File: src/hdl/qdfs_pkg.sv
// Shared types and constants for the quoted delimited field splitter.
`default_nettype none
package qdfs_pkg;

  typedef struct packed {
    logic [7:0] in_byte;
    logic       end_of_file;
  } in_item_t;

  typedef struct packed {
    logic [1:0]  kind;
    logic [7:0]  data_byte;
    logic        line_blank;
    logic [7:0]  field_number;
    logic [15:0] line_number;
    logic        last_of_run;
  } out_item_t;

  typedef struct packed {
    logic [7:0] delimiter_char;
    logic [7:0] comment_char;
  } cfg_t;

  typedef struct packed {
    logic      push0;
    logic      push1;
    out_item_t item0;
    out_item_t item1;
  } result_pair_t;

  localparam int unsigned CFG_IDX_W = 2;

  localparam logic [CFG_IDX_W-1:0] REG_DELIMITER = 2'd0;
  localparam logic [CFG_IDX_W-1:0] REG_COMMENT   = 2'd1;

  localparam logic [1:0] KIND_CONTENT   = 2'd0;
  localparam logic [1:0] KIND_FIELD_END = 2'd1;
  localparam logic [1:0] KIND_LINE_END  = 2'd2;

  localparam logic [7:0] QUOTE_BYTE = 8'h22;
  localparam logic [7:0] CR_BYTE    = 8'h0D;
  localparam logic [7:0] LF_BYTE    = 8'h0A;
  localparam logic [7:0] SPACE_BYTE = 8'h20;
  localparam logic [7:0] TAB_BYTE   = 8'h09;

  localparam logic [7:0] DELIMITER_RESET = 8'h3A;
  localparam logic [7:0] COMMENT_RESET   = 8'h23;

endpackage
`default_nettype wire

File: src/hdl/qdfs_parser.sv
// Parse state and per-byte splitting logic, up to two results per transfer.
`default_nettype none
module qdfs_parser #(
  parameter int unsigned     FIELD_COUNT_MAX = 255,
  parameter longint unsigned LINE_COUNT_MAX  = 65535
) (
  input  wire logic               clk,
  input  wire logic               rst_n,
  input  wire logic               accept,
  input  wire qdfs_pkg::in_item_t in_item,
  input  wire qdfs_pkg::cfg_t     cfg,
  output qdfs_pkg::result_pair_t  results
);

  localparam int unsigned FW = $clog2(64'(FIELD_COUNT_MAX) + 64'd1);
  localparam int unsigned LW = $clog2(65'(LINE_COUNT_MAX) + 65'd1);

  typedef struct packed {
    logic          inside_quotes;
    logic          quote_pending;
    logic          inside_comment;
    logic          line_has_content;
    logic [FW-1:0] field_cnt;
    logic [LW-1:0] line_cnt;
  } st_t;

  typedef struct packed {
    st_t                 st;
    logic                emit;
    qdfs_pkg::out_item_t item;
  } step_t;

  function automatic step_t take(input st_t s, input logic [7:0] b, input qdfs_pkg::cfg_t c);
    step_t       r;
    logic [63:0] f64;
    logic [63:0] l64;
    logic        handled;
    f64 = 64'(s.field_cnt);
    l64 = 64'(s.line_cnt);
    handled = 1'b0;
    r.st = s;
    r.emit = 1'b0;
    r.item = '0;
    r.item.field_number = f64[7:0];
    r.item.line_number = l64[15:0];
    if (b == qdfs_pkg::CR_BYTE) begin
      r.emit = 1'b0;
    end else if (b == qdfs_pkg::LF_BYTE) begin
      r.emit = 1'b1;
      r.item.kind = qdfs_pkg::KIND_LINE_END;
      r.item.line_blank = ~s.line_has_content;
      if (s.line_has_content && (s.line_cnt < LW'(LINE_COUNT_MAX))) begin
        r.st.line_cnt = s.line_cnt + LW'(1);
      end
      r.st.field_cnt = '0;
      r.st.inside_quotes = 1'b0;
      r.st.quote_pending = 1'b0;
      r.st.inside_comment = 1'b0;
      r.st.line_has_content = 1'b0;
    end else if (!s.inside_comment) begin
      if (s.quote_pending) begin
        r.st.quote_pending = 1'b0;
        if (b == qdfs_pkg::QUOTE_BYTE) begin
          r.emit = 1'b1;
          r.item.kind = qdfs_pkg::KIND_CONTENT;
          r.item.data_byte = qdfs_pkg::QUOTE_BYTE;
          r.st.line_has_content = 1'b1;
          handled = 1'b1;
        end else begin
          r.st.inside_quotes = 1'b0;
        end
      end
      if (!handled) begin
        if (r.st.inside_quotes) begin
          if (b == qdfs_pkg::QUOTE_BYTE) begin
            r.st.quote_pending = 1'b1;
            r.st.line_has_content = 1'b1;
          end else begin
            r.emit = 1'b1;
            r.item.kind = qdfs_pkg::KIND_CONTENT;
            r.item.data_byte = b;
            if (b != qdfs_pkg::SPACE_BYTE && b != qdfs_pkg::TAB_BYTE) begin
              r.st.line_has_content = 1'b1;
            end
          end
        end else if (b == qdfs_pkg::QUOTE_BYTE) begin
          r.st.inside_quotes = 1'b1;
          r.st.line_has_content = 1'b1;
        end else if (b == c.comment_char) begin
          r.st.inside_comment = 1'b1;
        end else if (b == c.delimiter_char) begin
          r.emit = 1'b1;
          r.item.kind = qdfs_pkg::KIND_FIELD_END;
          r.st.line_has_content = 1'b1;
          if (s.field_cnt < FW'(FIELD_COUNT_MAX)) begin
            r.st.field_cnt = s.field_cnt + FW'(1);
          end
        end else begin
          r.emit = 1'b1;
          r.item.kind = qdfs_pkg::KIND_CONTENT;
          r.item.data_byte = b;
          if (b != qdfs_pkg::SPACE_BYTE && b != qdfs_pkg::TAB_BYTE) begin
            r.st.line_has_content = 1'b1;
          end
        end
      end
    end
    return r;
  endfunction

  st_t   st_r;
  st_t   st_nxt;
  step_t step_a;
  step_t step_b;

  always_comb begin
    step_a = take(st_r, in_item.in_byte, cfg);
    step_b = take(step_a.st, qdfs_pkg::LF_BYTE, cfg);
    st_nxt = in_item.end_of_file ? step_b.st : step_a.st;

    results.push0 = accept & (step_a.emit | in_item.end_of_file);
    results.push1 = accept & step_a.emit & in_item.end_of_file;
    results.item0 = step_a.emit ? step_a.item : step_b.item;
    results.item0.last_of_run = ~(step_a.emit & in_item.end_of_file);
    results.item1 = step_b.item;
    results.item1.last_of_run = 1'b1;
  end

  always_ff @(posedge clk) begin
    if (!rst_n) begin
      st_r <= '0;
    end else if (accept) begin
      st_r <= st_nxt;
    end
  end

endmodule
`default_nettype wire

File: src/hdl/qdfs_out_queue.sv
// Four-entry result queue: two writes and one read per cycle.
`default_nettype none
module qdfs_out_queue (
  input  wire logic                   clk,
  input  wire logic                   rst_n,
  input  wire qdfs_pkg::result_pair_t results,
  input  wire logic                   pop,
  output logic                        not_empty,
  output logic                        room_two,
  output qdfs_pkg::out_item_t         head
);

  localparam int unsigned DEPTH = 4;
  localparam int unsigned PW    = $clog2(DEPTH);
  localparam int unsigned CW    = $clog2(DEPTH + 1);

  qdfs_pkg::out_item_t mem_r [DEPTH];
  logic [PW-1:0] wr_ptr_r;
  logic [PW-1:0] rd_ptr_r;
  logic [CW-1:0] count_r;
  logic [CW-1:0] count_nxt;
  logic [PW-1:0] wr_ptr_nxt;

  assign not_empty = (count_r != '0);
  assign room_two  = (count_r <= CW'(DEPTH - 2));
  assign head      = mem_r[rd_ptr_r];

  always_comb begin
    count_nxt = count_r + CW'(results.push0) + CW'(results.push1) - CW'(pop);
    wr_ptr_nxt = wr_ptr_r + PW'(results.push0) + PW'(results.push1);
  end

  always_ff @(posedge clk) begin
    if (results.push0) begin
      mem_r[wr_ptr_r] <= results.item0;
    end
    if (results.push1) begin
      mem_r[wr_ptr_r + PW'(1)] <= results.item1;
    end
  end

  always_ff @(posedge clk) begin
    if (!rst_n) begin
      wr_ptr_r <= '0;
      rd_ptr_r <= '0;
      count_r  <= '0;
    end else begin
      wr_ptr_r <= wr_ptr_nxt;
      count_r  <= count_nxt;
      if (pop) begin
        rd_ptr_r <= rd_ptr_r + PW'(1);
      end
    end
  end

endmodule
`default_nettype wire

File: src/hdl/quoted_delimited_field_splitter_core.sv
// Top level of the quoted delimited field splitter.
//
//   channel  direction  handshake             payload
//   in_      input      in_valid / in_stall    qdfs_pkg::in_item_t
//   out_     output     out_valid / out_stall  qdfs_pkg::out_item_t
//   cfg_     input      cfg_valid / cfg_ready  cfg_index, cfg_data
//
// One byte is taken per cycle unless in_stall; its results enter a four-entry
// queue at the same edge and reach out_ from the next cycle at the earliest.
// out_ gives one result per cycle while out_stall is low. An end_of_file byte
// that also emits on its own gives two results.
// in_stall is high while fewer than two queue slots are free.
// Synchronous reset clears parse state and queue; registers get reset values.
`default_nettype none
module quoted_delimited_field_splitter_core #(
  parameter int unsigned     FIELD_COUNT_MAX = 255,
  parameter longint unsigned LINE_COUNT_MAX  = 65535
) (
  input  wire logic                             clk,
  input  wire logic                             rst_n,
  input  wire logic                             in_valid,
  output logic                                  in_stall,
  input  wire qdfs_pkg::in_item_t               in_data,
  output logic                                  out_valid,
  input  wire logic                             out_stall,
  output qdfs_pkg::out_item_t                   out_data,
  input  wire logic                             cfg_valid,
  output logic                                  cfg_ready,
  input  wire logic [qdfs_pkg::CFG_IDX_W-1:0]   cfg_index,
  input  wire logic [7:0]                       cfg_data
);

  qdfs_pkg::cfg_t         cfg_r;
  qdfs_pkg::result_pair_t results;
  logic                   accept;
  logic                   pop;
  logic                   room_two;

  assign cfg_ready = 1'b1;
  assign in_stall  = ~room_two;
  assign accept    = in_valid & room_two;
  assign pop       = out_valid & ~out_stall;

  always_ff @(posedge clk) begin
    if (!rst_n) begin
      cfg_r.delimiter_char <= qdfs_pkg::DELIMITER_RESET;
      cfg_r.comment_char   <= qdfs_pkg::COMMENT_RESET;
    end else if (cfg_valid && cfg_ready) begin
      case (cfg_index)
        qdfs_pkg::REG_DELIMITER: cfg_r.delimiter_char <= cfg_data;
        qdfs_pkg::REG_COMMENT:   cfg_r.comment_char   <= cfg_data;
        default: begin
        end
      endcase
    end
  end

  qdfs_parser #(
    .FIELD_COUNT_MAX(FIELD_COUNT_MAX),
    .LINE_COUNT_MAX (LINE_COUNT_MAX)
  ) u_parser (
    .clk    (clk),
    .rst_n  (rst_n),
    .accept (accept),
    .in_item(in_data),
    .cfg    (cfg_r),
    .results(results)
  );

  qdfs_out_queue u_queue (
    .clk      (clk),
    .rst_n    (rst_n),
    .results  (results),
    .pop      (pop),
    .not_empty(out_valid),
    .room_two (room_two),
    .head     (out_data)
  );

endmodule
`default_nettype wire

File: config.mk
export PLATFORM = sky130hd
export DESIGN_NAME = quoted_delimited_field_splitter_core
export DESIGN_NICKNAME = d
export VERILOG_FILES = /design/src/hdl/qdfs_pkg.sv /design/src/hdl/qdfs_parser.sv /design/src/hdl/qdfs_out_queue.sv /design/src/hdl/quoted_delimited_field_splitter_core.sv
export SDC_FILE = /design/constraint.sdc
export NUM_CORES = 1
export LEC_CHECK = 0
export BUFFER_PORTS_ARGS = -buffer_cell sky130_fd_sc_hd__buf_2
export CAP_MARGIN = 25
export CORE_ASPECT_RATIO = 1.1
export CORE_MARGIN = 3
export CORE_UTILIZATION = 33
export DETAILED_ROUTE_END_ITERATION = 10
export PLACE_DENSITY = 0.47
export SYNTH_ARGS = -nofsm -noshare
export SYNTH_HDL_FRONTEND = slang
export SYNTH_SLANG_ARGS = --single-unit
File: constraint.sdc
create_clock -name clk -period 4.6 [get_ports clk]
set_input_delay 0.69 -clock clk [delete_from_list [all_inputs] [get_ports clk]]
set_output_delay 0.69 -clock clk [all_outputs]
set_load 0.02 [all_outputs]
==> qor.yml, run 1 <==
post-route-min-period_ns: 3.95
coreArea_um2: 31800
post-cts-setup-buffer-count: 0
crit_chain: "buf_2 -> or3b_1 -> nor3_1 -> o41ai_1 -> o21ai_0 -> and2_1 -> inv_1 -> ha_1 -> inv_1 -> fa_1 -> fa_1 -> xnor2_1 -> and2_1"
setup_viol: 0
cts.path.max_buffers: 2
multiInputGateArea_um2: 5380
syn2layout_area_growth_pct: 12.9
clk_latency_ns: 0.45
hold_path_startpoint: "u_queue.mem_r[1][30]"
synth.area.mux_share: 0.0985
slew_viol_final: 0
finalCritPeriodShare: 0.859
via_per_inst: 5.72
fillers: 3256
dieWidth_um: 178
synth_edf_count: 100
hold_viol: 0
p_comb_frac: 0.309
critical-path-max-stage-delay_ns: 0.51
p_int_mw: 3.68
grt_overflow: 0
synth-main-ff-cell: "edfxtp_1"
synthCells: 1087
syn-cell-area_um2: 10800
setup-tns-final_ns: 0
required_ns: 4.94
antenna_found_initial: 0
hold_depth: 2
slew_headroom: 0.368
tightestPinTransition_ns: 0.948
clock_sinks: 197
postCtsHoldBufs: 0
syn_nets: 1119
start_util: 0.339
max_freq_mhz: 253
ff2ff_setup_slack_ns: 0.82
sw_frac_of_total: 0.364
slowest_stage: "nor3_1"
finClkSkew_ns: 0.0116
irDropWorstVdd_uv: 332
finalNonFillerCells: 1547
maxCapViolations: 0
seqPwrFrac: 0.420
grt_max_degree: 49
r2r_start: "u_parser.st_r[0]"
rows: 68
insertedDiodeCount: 0
layout_commonest_cell: "o21ai_0"
final_layout_size_suffix_gt1_frac: 0.173
cellLeakagePower_nw: 4.14
cp.arrival_ns: 4.29
synth_compound_area_frac: 0.177
clkTransAtPathRegs_ns: 0.08
post-dp-hpwl_um: 22500
yosysUniqueCellTypes: 83
placedCellCount: 1514
synth_xor_xnor_area_share: 0.0243
hold_end: "u_queue.mem_r[1][30]"
synthSimpleGateAreaFrac: 0.187
path_max_fanout: 10
drt_iter0_drc: 1001
postSynthAreaPerCell_um2: 9.93
p_per_area_nw_per_um2: 474
cts_max_level: 4
netSwitchingPower_mw: 2.10
rsz0062_at_grt: "no"
layout_common_cells: "o21ai_0 (124), nand2_1 (105), edfxtp_1 (100), dfxtp_1 (95), nor2_1 (76)"
grt_pass1_vias: 8641
synth_warnings: 0
synthAdderAreaFrac: 0.0114
pwr-share-clk: 0.271
die_area_um2: 34900
grt_pass1_wl_um: 51500
place_area_um2: 11600
end_kind: "flop"
ys_ff_latch: 197
worstHoldPathType: "flop to flop"
drt-total-wl_um: 33000
status: "completed"
gp_congestion: 0.916
wl_per_cell_um: 21.3
final_antenna_net_count: 0
yosysSeqAreaShare: 0.458
critPathLaunchType: "primary input"
synthArstFlopShare: 0
final_nets: 1146
design_area_um2: 12200
cts_resized: 0
seqCellArea_um2: 4950
ios: 63
reg2reg_to: "u_parser.st_r[10]"
drc: 0
die_h_um: 196
cts_tree: "built"
reg2reg_depth: 14
via_count: 8847
numPortBuffers: 61
drtPass1Iterations: 5
synth_top_family_by_area: "simple AND/OR/NAND/NOR gates"
path_class: "primary input to flop"
track_usage: 0.191
root_buffer: "clkbuf_16"
cts_buffers: 17
[metrics by stage]
stage	worst slack (ns)	hold WS (ns)	power, mW	utilization
after global placement	0.465	0.430	4.27	0.363
after global routing	0.472	0.464	6.09	0.383
after floorplan	0.463	0.420	3.60	-
final	0.649	0.451	5.78	0.383
after detailed placement	0.262	0.437	4.28	0.363
after CTS	0.659	0.449	5.84	0.383
[kinds of logic (layout without fill, tap and decap cells)]
kind of cell,after synthesis,count (layout)
mux,61,61
other cells,1,1
buf+inv,115,155
xor+xnor,30,30
flops,197,197
fa+ha+maj,8,8
compound gates,289,289
simple gates,386,386
[routing by layer]
metal | global-route usage | vias to the layer above | routed length, um
met1 | 0.264 | 4312 | 14500
met4 | 0.0427 | 0 | 422
met3 | 0.0310 | 38 | 1950
met5 | 0 | - | 0
li1 | - | 4138 | -
met2 | 0.315 | 359 | 16100
[power groups by stage]
stage	sequential, mW	clock (mW)	combinational (mW)
4_1_cts	2.43	1.60	1.81
3_3_place_gp	2.47	0	1.80
3_5_place_dp	2.47	0	1.81
5_1_grt	2.47	1.68	1.95
6_report	2.43	1.57	1.78
2_1_floorplan	2.37	0	1.23
[synth_stat cells, types with 16 or more instances]
library cell	instances	area share
xnor2_1	19	0.015
o31ai_1	17	0.012
o22ai_1	18	0.010
and2_1	16	0.0093
edfxtp_1	100	0.28
a21oi_1	23	0.011
mux2i_1	23	0.021
a22o_1	28	0.023
nand4_1	21	0.012
dfxtp_1	97	0.18
nor2_1	76	0.026
inv_1	20	0.0070
nand2_1	105	0.037
nor3_1	23	0.011
nor2b_1	23	0.013
mux4_2	36	0.075
nand3_1	27	0.013
a32o_1	16	0.015
o21ai_0	124	0.057
clkbuf_1	80	0.028
[cell type report]
| class | instances | share of cell area |
|---|---|---|
| sequential | 197 | 0.406 |
| multi-input combinational | 775 | 0.441 |
| clock buffer | 17 | 0.0349 |
| timing repair buffer | 103 | 0.0528 |
| clock inverter | 15 | 0.0156 |
| tap | 420 | 0.0431 |
| inverter | 20 | 0.00616 |
[worst max-delay path by stage]
| stage | start | endpoint | slack, ns | depth (start not counted) |
|---|---|---|---|---|
| floorplan | in_data[7] | u_queue.count_r[2] | 0.46 | 15 |
| global placement | in_data[2] | u_queue.count_r[2] | 0.47 | 13 |
| detailed placement | in_data[2] | u_queue.count_r[2] | 0.26 | 13 |
| CTS | u_parser.st_r[0] | u_parser.st_r[0] | 0.66 | 12 |
| global route | in_data[2] | u_queue.count_r[2] | 0.47 | 13 |
| finish | in_data[1] | u_queue.count_r[2] | 0.65 | 13 |
[critical path: cells and delay by family]
family / cells / cell delay (ns)
adder cells (fa/ha/maj): 3 / 1.15
buffers and inverters: 3 / 0.31
AND/OR/NAND/NOR: 4 / 1.47
AO/OA/AOI/OAI: 2 / 0.54
XOR/XNOR: 1 / 0.13
[sequential cells by signal, indices dropped and copies added (netlist names), named ones only]
| signal | cells |
|---|---|
| u_queue.mem_r | 144 |
| u_parser.st_r | 28 |
| cfg_r | 16 |
| u_queue.count_r | 3 |
| u_queue.rd_ptr_r | 2 |
| u_queue.wr_ptr_r | 2 |
Note: power is estimated with default switching activity, not from simulation.
==> inputs of run 2 (changes only) <==
--- a/config.mk
+++ b/config.mk
@@ -11,7 +11,7 @@
 export CORE_MARGIN = 3
 export CORE_UTILIZATION = 33
 export DETAILED_ROUTE_END_ITERATION = 10
-export PLACE_DENSITY = 0.47
+export PLACE_DENSITY = 0.49
 export SYNTH_ARGS = -nofsm -noshare
 export SYNTH_HDL_FRONTEND = slang
 export SYNTH_SLANG_ARGS = --single-unit
==> constraint.sdc (replaced) <==
create_clock -name clk -period 3.6 [get_ports clk]
set_input_delay 0.54 -clock clk [delete_from_list [all_inputs] [get_ports clk]]
set_output_delay 0.54 -clock clk [all_outputs]
set_load 0.02 [all_outputs]
==> qor.yml, run 2 (synthesized netlist as in run 1, its figures left out) <==
reg2reg_depth: 10  # -4
fillers: 3188  # -2.1%
drtPass1Iterations: 5  # unchanged
met2_length_um: 16800  # +4.7%
p_per_area_nw_per_um2: 586  # +24%
top_layer_used: "met4"
placedCellCount: 1561  # +3.1%
critPathLaunchType: "flop"
finalCritPeriodShare: 0.911
grt_pass1_wl_um: 53500  # +4.0%
ff2ff_setup_slack_ns: 0.32  # -0.50 ns
reg2reg_to: "u_parser.st_r[10]"
via_count: 8899  # +0.59%
rsz0062_at_grt: "no"
cp.arrival_ns: 3.65  # -0.64 ns
drc: 0  # unchanged
hold_viol: 0  # unchanged
critPathCapture: "u_parser.st_r[10]"
irDropWorstVdd_uv: 404  # +22%
r2r_start: "u_parser.st_r[4]"
post-route-min-period_ns: 3.28
clk_latency_ns: 0.45  # about the same
cts_resized: 0  # unchanged
setup_ws_ns: 0.322  # -0.327 ns
wl_per_cell_um: 21.2  # -0.63%
clock_sinks: 197  # unchanged
post-cts-setup-buffer-count: 0  # unchanged
via_per_inst: 5.59  # -2.3%
grt_overflow: 0  # unchanged
pre_cts_ws_ns: 0.0403  # -0.222 ns
path_class: "flop to flop"
final_antenna_net_count: 0  # unchanged
maxCapViolations: 0  # unchanged
slew_viol_final: 0  # unchanged
numPortBuffers: 61  # unchanged
setup_viol: 0  # unchanged
gp_congestion: 0.913  # -0.35%
layout_common_cells: "o21ai_0 (123), nand2_1 (104), edfxtp_1 (100), dfxtp_1 (95), buf_4 (80)"
die_area_um2: 34900  # unchanged
dieWidth_um: 178  # unchanged
path_max_fanout: 10  # unchanged
insertedDiodeCount: 0  # unchanged
max_freq_mhz: 305
die_h_um: 196  # unchanged
place_area_um2: 12100  # +4.2%
coreArea_um2: 31800  # unchanged
cts_tree: "built"
clkTransAtPathRegs_ns: 0.08  # about the same
largest_register: "u_queue.mem_r"
holdWs_ns: 0.315  # -0.136 ns
design_area_um2: 12700  # +3.8%
ios: 63  # unchanged
final_nets: 1192  # +4.0%
top_regs: "u_queue.mem_r (144), u_parser.st_r (28), cfg_r (16)"
grt_max_degree: 46  # -6.1%
drt_iter0_drc: 771  # -23%
p_total_mw: 7.42  # +28%
status: "completed"
required_ns: 3.97  # -0.97 ns
post-dp-hpwl_um: 23300  # +3.7%
root_buffer: "clkbuf_16"
fin_util: 0.398  # +0.0146
layout_commonest_cell: "o21ai_0"
largest_reg_flops: 144  # unchanged
antenna_found_initial: 0  # unchanged
cellLeakagePower_nw: 4.41  # +6.5%
cts_max_level: 4  # unchanged
track_usage: 0.198  # +0.00722
finClkSkew_ns: 0.0113  # -0.000339 ns
startpoint: "u_parser.st_r[4]"
finalNonFillerCells: 1593  # +3.0%
slew_headroom: 0.429  # +0.0605
cts.path.max_buffers: 2  # unchanged
rows: 68  # unchanged
cts_buffers: 17  # unchanged
postCtsHoldBufs: 0  # unchanged
setup-tns-final_ns: 0  # unchanged
syn2layout_area_growth_pct: 17.2
start_util: 0.339  # unchanged
drt-total-wl_um: 33700  # +2.3%
end_kind: "flop"
wl_met3_um: 1450  # -25%
tightestPinTransition_ns: 0.857  # -0.0907 ns
worstHoldPathType: "primary input to flop"
final_layout_size_suffix_gt1_frac: 0.213  # +0.0401
met1_length_um: 14800  # +1.4%
grt_pass1_vias: 9027  # +4.5%
==> run 2: power by group <==
group / switching (mW) / internal [mW]
Clock: 0.999 / 0.944
Sequential: 0.222 / 2.87
Combinational: 1.45 / 0.931
==> run 2: how the worst min path moves through the flow <==
stage,cells past startpoint,slack (ns),start,end
after floorplan,2,0.42,u_queue.mem_r[1][26],u_queue.mem_r[1][26]
after global placement,2,0.43,u_queue.mem_r[0][30],u_queue.mem_r[0][30]
after detailed placement,2,0.44,u_queue.mem_r[1][33],u_queue.mem_r[1][33]
after CTS,3,0.30,cfg_data[1],cfg_r[1]
after global routing,3,0.30,cfg_data[1],cfg_r[9]
final,3,0.31,cfg_data[1],cfg_r[1]
==> run 2: metal layers <==
layer  vias up  track usage
met1      4360        0.263
met2       270        0.333
met3        37       0.0298
met5         -            0
met4         0       0.0598
li1       4232            -
==> run 2: layout make-up <==
class	count	area, um2	share of cell area
well taps	420	526	0.0415
repair buffers	149	1070	0.0843
clock buffers	17	425	0.0336
clock inverters	15	175	0.0138
multi-input cells	775	5440	0.430
inverters	20	75.1	0.00593
flip-flops and latches	197	4950	0.391
==> run 2: critical path, cell delays in order, from the launching register on <==
cell,delay (ns)
dfxtp_1,0.52
buf_4,0.23
nand3_1,0.17
or4_1,0.62
nor3_1,0.35
xnor2_1,0.21
and3b_1,0.24
buf_4,0.16
a2111oi_4,0.27
mux2_1,0.35
o211ai_1,0.08
